===== src/rtl/fir_convolution_loadable_taps_defines.svh =====
// Assertion macros used by the FIR convolution RTL.
`ifndef FIR_CONVOLUTION_LOADABLE_TAPS_DEFINES_SVH
`define FIR_CONVOLUTION_LOADABLE_TAPS_DEFINES_SVH

`ifndef SYNTHESIS
// Same-cycle implication, sampled on clk, disabled in reset.
`define FCL_ASSERT_IMP(lbl, ante, cons, msg) \
	lbl: assert property (@(posedge clk) disable iff (!arst_n) (ante) |-> (cons)) \
		else $error(msg);
// Next-cycle implication, sampled on clk, disabled in reset.
`define FCL_ASSERT_NXT(lbl, ante, cons, msg) \
	lbl: assert property (@(posedge clk) disable iff (!arst_n) (ante) |=> (cons)) \
		else $error(msg);
`else
`define FCL_ASSERT_IMP(lbl, ante, cons, msg)
`define FCL_ASSERT_NXT(lbl, ante, cons, msg)
`endif

`endif


===== src/rtl/fcl_pkg.sv =====
// Shared types and constants of the FIR convolution block.
package fcl_pkg;

	localparam int COEF_W      = 16;
	localparam int COEF_FRAC   = 15;
	localparam int IDX_W       = 8;
	localparam int TAP_COUNT_W = 9;

	localparam logic [TAP_COUNT_W-1:0] TAP_COUNT_RESET = 9'd256;

	localparam logic CMD_FILTER = 1'b0;
	localparam logic CMD_LOAD   = 1'b1;

	typedef struct packed {
		logic clear;
		logic vld;
	} mac_ctl_t;

endpackage


===== src/rtl/fcl_mac.sv =====
// Multiply-accumulate with floor scaling and saturation of the sum.
module fcl_mac #(
	parameter int MAX_TAPS    = 256,
	parameter int SAMPLE_BITS = 16
) (
	input  logic                   clk,
	input  logic                   arst_n,
	input  fcl_pkg::mac_ctl_t      ctl,
	input  logic [SAMPLE_BITS-1:0] sample_s1,
	input  logic [fcl_pkg::COEF_W-1:0] coef_s1,
	output logic                   busy,
	output logic [SAMPLE_BITS-1:0] result,
	output logic                   sat
);

	localparam int PROD_W = SAMPLE_BITS + fcl_pkg::COEF_W;
	localparam int ACC_W  = PROD_W + $clog2(MAX_TAPS + 1);
	localparam int TOP_LO = fcl_pkg::COEF_FRAC + SAMPLE_BITS - 1;

	logic                     mul_vld_s2;
	logic signed [PROD_W-1:0] prod_s2;
	logic signed [ACC_W-1:0]  acc_q;
	logic [ACC_W-TOP_LO-1:0]  top_bits;
	logic                     ovf;

	always_ff @(posedge clk or negedge arst_n) begin
		if (!arst_n) begin
			mul_vld_s2 <= 1'b0;
			prod_s2    <= '0;
			acc_q      <= '0;
		end else begin
			mul_vld_s2 <= ctl.vld;
			if (ctl.vld) begin
				prod_s2 <= $signed(sample_s1) * $signed(coef_s1);
			end
			if (ctl.clear) begin
				acc_q <= '0;
			end else if (mul_vld_s2) begin
				acc_q <= acc_q + ACC_W'(prod_s2);
			end
		end
	end

	// Floor shift is a bit select; clip when the result's sign bit and the bits above it disagree.
	assign top_bits = acc_q[ACC_W-1:TOP_LO];
	assign ovf      = !((&top_bits) || (~|top_bits));
	assign sat      = ovf;
	assign busy     = mul_vld_s2;

	always_comb begin
		if (!ovf) begin
			result = acc_q[TOP_LO:fcl_pkg::COEF_FRAC];
		end else if (acc_q[ACC_W-1]) begin
			result = {1'b1, {(SAMPLE_BITS-1){1'b0}}};
		end else begin
			result = {1'b0, {(SAMPLE_BITS-1){1'b1}}};
		end
	end

endmodule


===== config.mk =====
export PLATFORM = sky130hd
export DESIGN_NAME = fcl_mac
export DESIGN_NICKNAME = d
export VERILOG_FILES = /design/src/rtl/fir_convolution_loadable_taps_defines.svh /design/src/rtl/fcl_pkg.sv /design/src/rtl/fcl_mac.sv
export SDC_FILE = /design/constraint.sdc
export NUM_CORES = 1
export LEC_CHECK = 0
export BUFFER_PORTS_ARGS = -buffer_cell sky130_fd_sc_hd__buf_4
export CAP_MARGIN = 0
export CORE_UTILIZATION = 65
export DETAILED_ROUTE_END_ITERATION = 6
export PLACE_DENSITY = 0.83
export SKIP_LAST_GASP = 1
export SLEW_MARGIN = 15
export SYNTH_ARGS = -nofsm -noshare
export SYNTH_HDL_FRONTEND = slang
export SYNTH_SLANG_ARGS = --single-unit

===== constraint.sdc =====
create_clock -name clk -period 7.88 [get_ports clk]
set_input_delay 0.394 -clock clk [delete_from_list [all_inputs] [get_ports clk]]
set_output_delay 0.394 -clock clk [all_outputs]
set_load 0.005 [all_outputs]

* Word level (Yosys, flattened, before mapping)
Index checks and enable logic that the tools add are counted.
Cells by class: add/subtract/negate cells 1, $mul 1, muxes and demuxes 4, reduce and logical (&&, ||, !) cells 6
Operator list (number):
- $mux W41 | 2
- $add A41 B32 Y41 | 1
- $mul A16 B16 Y32 | 1
- $mux W16 | 2
- $reduce_and A11 Y1 | 1
- $reduce_or A11 Y1 | 1
- $logic_not A1 Y1 | 2
- $reduce_bool A2 Y1 | 1
- $logic_or A1 B1 Y1 | 1
Storage, ports and cells: register bits 74, input port bits 36, output and inout port bits 18

* Depth between registers and ports, before layout
depth in word-level cells 4, mapped depth 24, gate-level depth less buffers 22

* Worst setup path before layout
Ideal clock, no wire load.
kind in2reg, start point input port sample_s1[15], end point register prod_s2[31], setup time 0.136 ns, arrival 6.113 ns, path slack 1.631 ns, cell stages on the path 21, cells stage by stage clkbuf_1 -> nand2_1 -> inv_1 -> fa_1 -> fa_1 -> fa_1 -> fa_1 -> fa_1 -> inv_1 -> fa_1 -> inv_1 -> ha_1 -> a21oi_1 -> o21ai_0 -> a2111oi_0 -> nand3_1 -> a41oi_1 -> o21bai_1 -> a21oi_1 -> xnor2_1 -> a21oi_1
On the way: cells in the longest elaborated chain, start to end 1
RTL lines:
- start, declared | RTL line fcl_mac.sv:9 | input logic [SAMPLE_BITS-1:0] sample_s1,
- $mul A16 B16 Y32 | RTL line fcl_mac.sv:34 | prod_s2 <= $signed(sample_s1) * $signed(coef_s1);
- end signal, assigned | RTL line fcl_mac.sv:34
- end, declared | RTL line fcl_mac.sv:21 | logic signed [PROD_W-1:0] prod_s2;
No other way between the ends. A chain may end at the register's enable or synchronous reset.

* Final worst setup path
Ends and elaborated chain as after synthesis.

==> run_results.csv <==
group,metric,value,unit
setup_path,slowest_stage,"fa_1",
timing,fin_tns_setup,0,ps
global_route,use_met1,38.2,%
setup_path,worstSetupStartpointType,"input port",
place,detailed_place_hpwl,26.6,mm
logic_synthesis,syn_nets,2061,
final_layout,diodes,0,
die,die_h,154,um
timing,rsz0062_at_grt,"no",
timing,worst_pin_slew,1140,ps
setup_path,rrSetupSlack,4600,ps
logic_synthesis,synth_common_cells,"293 x inv_1, 263 x fa_1, 163 x nand2_1",
global_route,grt_overflow,0,
timing,worst_hold_slack,6.33,ps
timing,hold_viol,0,
die,die_x,154,um
logic_synthesis,syn_area,15000,um2
global_route,grt_use_met3,4.28,%
detailed_routing,viasPerCell,5.87,
detailed_routing,wl_per_cell,16.9,um
clocking,cts-resized-gates,0,
die,die_area,23700,um2
clocking,postCtsSetupBuffers,0,
logic_synthesis,yosysSeqAreaShare,12.3,%
detailed_routing,vias,11400,
clocking,clockBufferDepth,2,
timing,slew_headroom,23.5,%
setup_path,path_buf_inv,4,
timing,skew,9.71,ps
final_layout,syn2layout_area_growth,6.03,%
global_route,grtUsageMet2,54.8,%
logic_synthesis,synth_top_area_share,35.0,%
final_layout,fillers,1738,
clocking,cts_tree,"done",
global_route,grt_pass1_vias,12400,
setup_path,worstPathRequired,8090,ps
timing,fin_crit,6350,ps
logic_synthesis,yosysMostFrequentCell,"inv_1",
die,core,22600,um2
setup_path,slowest_delay,890,ps
die,pin_count,54,
setup_path,worstSetupPathType,"input port to flip-flop",
logic_synthesis,synth-seq-cells,74,
logic_synthesis,yosysWarningCount,0,
place,finalWeightedCongestion,0.899,
setup_path,critPathTopFamily,"adder cells",
global_route,grt_max_degree,54,
global_route,grt_pass1_wl,57.9,mm
detailed_routing,wl,32.8,mm
detailed_routing,drc,0,
setup_path,worstPathCellList,"buf_4 -> nand2_1 -> inv_1 -> fa_1 -> fa_1 -> fa_1 -> fa_1 -> fa_1 -> inv_1 -> fa_1 -> inv_1 -> ha_1 -> a21oi_1 -> o21ai_0 -> a2111oi_0 -> nand3_1 -> a41oi_1 -> o21bai_1 -> a21oi_1 -> xnor2_1 -> a21oi_1",
global_route,grtUsageTotal,30.6,%
job,drv_cap,0,
logic_synthesis,ys.flop_type,"dfrtp_1",
logic_synthesis,avgSynthCellArea,9.16,um2
logic_synthesis,synthTopCellsByArea,"fa_1 35%, dfrtp_1 12%, ha_1 10%",
setup_path,cp_common_cell,"fa_1",
clocking,clock_latency,350,ps
clocking,cts-root-buf,"clkbuf_16",
clocking,h-tree-depth,3,
setup_path,r2r-end,"acc_q[40]$_DFFE_PN0P_",
logic_synthesis,async_flop_share,100,%
detailed_routing,drtPass1Iterations,6,
global_route,gr-max-usage-layer,"met2",
clocking,cts_sinks,74,
global_route,antenna_found_initial,0,
logic_synthesis,synth_edf_count,0,
status,status,"finished clean",
timing,fmaxAchievable,0.157,GHz
setup_path,crit_arrival,6560,ps
place,io_buffers,53,
logic_synthesis,synth_cell_types,65,
logic_synthesis,synth_largest_area_cell,"fa_1",
detailed_routing,drt_iter0_drc,745,
timing,drv_slew,0,
final_layout,drive_gt1_share,6.88,%
final_layout,nNetsFinal,2073,
clocking,numCtsBuffers,9,
setup_path,worst_r2r_startpoint,"prod_s2[0]$_DFFE_PN0P_",
min_path,hold_class,"input port to async pin",
timing,setup-violations-final,0,
clocking,clkTransAtPathRegs,70,ps
die,num_rows,55,
logic_synthesis,syn_inst,1640,
setup_path,reg2reg_depth,11,
clocking,ctsHoldBuffers,0,
detailed_routing,ant_nets,0,
setup_path,path_max_fanout,16,
die,start_util,66.4,%
setup_path,end_kind,"flip-flop",
timing,post-route-period-util,80.6,%
-- sequential cells by signal, summed over array words and instances, names as in the netlist --
register  cells
busy          1
acc_q        41
prod_s2      32
-- layout by cell type, fill, tap and decap left out, types with 16 or more instances in the layout --
cell type  count
inv_1        293
fa_1         263
nand2_1      163
and2_1       125
ha_1         122
nor2_1        86
dfrtp_1       73
a21oi_1       63
buf_4         56
o21ai_0       41
xnor2_1       40
a21o_1        36
xor2_1        26
mux2i_1       22
mux2_2        22
a211oi_1      20
nand2b_1      16
nand3_1       16
-- kinds of logic after synthesis --
| kind of cell | Yosys count | synth area share (%) |
|---|---|---|
| AO/OA/AOI/OAI | 252 | 11.3 |
| XOR/XNOR | 66 | 3.85 |
| adder cells (fa/ha/maj) | 385 | 45.2 |
| buffers and inverters | 348 | 8.69 |
| flip-flops | 74 | 12.3 |
| multiplexers | 45 | 3.21 |
| AND/OR/NAND/NOR | 470 | 15.4 |
-- metal layers --
layer,vias to the layer above,part of all wire (%)
met5,-,0
met4,0,3.2
met3,87,4.9
met2,339,52
met1,5719,40
li1,5249,-
-- area by class of cell --
class | count | area, um2 | area share (%)
Inverter | 293 | 1100 | 6.90
Clock inverter | 5 | 86.3 | 0.542
Tap cell | 285 | 357 | 2.24
Clock buffer | 11 | 243 | 1.52
Multi-Input combinational cell | 1218 | 11900 | 74.5
Sequential cell | 74 | 1850 | 11.6
Timing Repair Buffer | 56 | 420 | 2.64
-- worst max-delay path by stage --
stage                        from                      end  slack [ps]  cells past startpoint
finish              sample_s1[15]  prod_s2[31]$_DFFE_PN0P_        1530                     21
CTS                 sample_s1[15]  prod_s2[31]$_DFFE_PN0P_        1520                     21
global route        sample_s1[15]  prod_s2[31]$_DFFE_PN0P_         980                     21
detailed placement  sample_s1[15]  prod_s2[31]$_DFFE_PN0P_        1160                     21
floorplan           sample_s1[15]  prod_s2[31]$_DFFE_PN0P_        1630                     21
global placement    sample_s1[15]  prod_s2[31]$_DFFE_PN0P_        1320                     21
-- metrics by stage --
step	util (%)	setup WS, ps	instance area [um2]	std cells
6_report	70.4	1530	15900	1942
5_1_grt	70.4	980	15900	1942
4_1_cts	70.4	1520	15900	1942
3_5_place_dp	68.9	1160	15600	1926
3_3_place_gp	68.9	1320	15600	1926
2_1_floorplan	-	1630	15000	1640
Power is not shown: default switching activity piles up to over one toggle a cycle in this logic, so the estimate is an artifact.
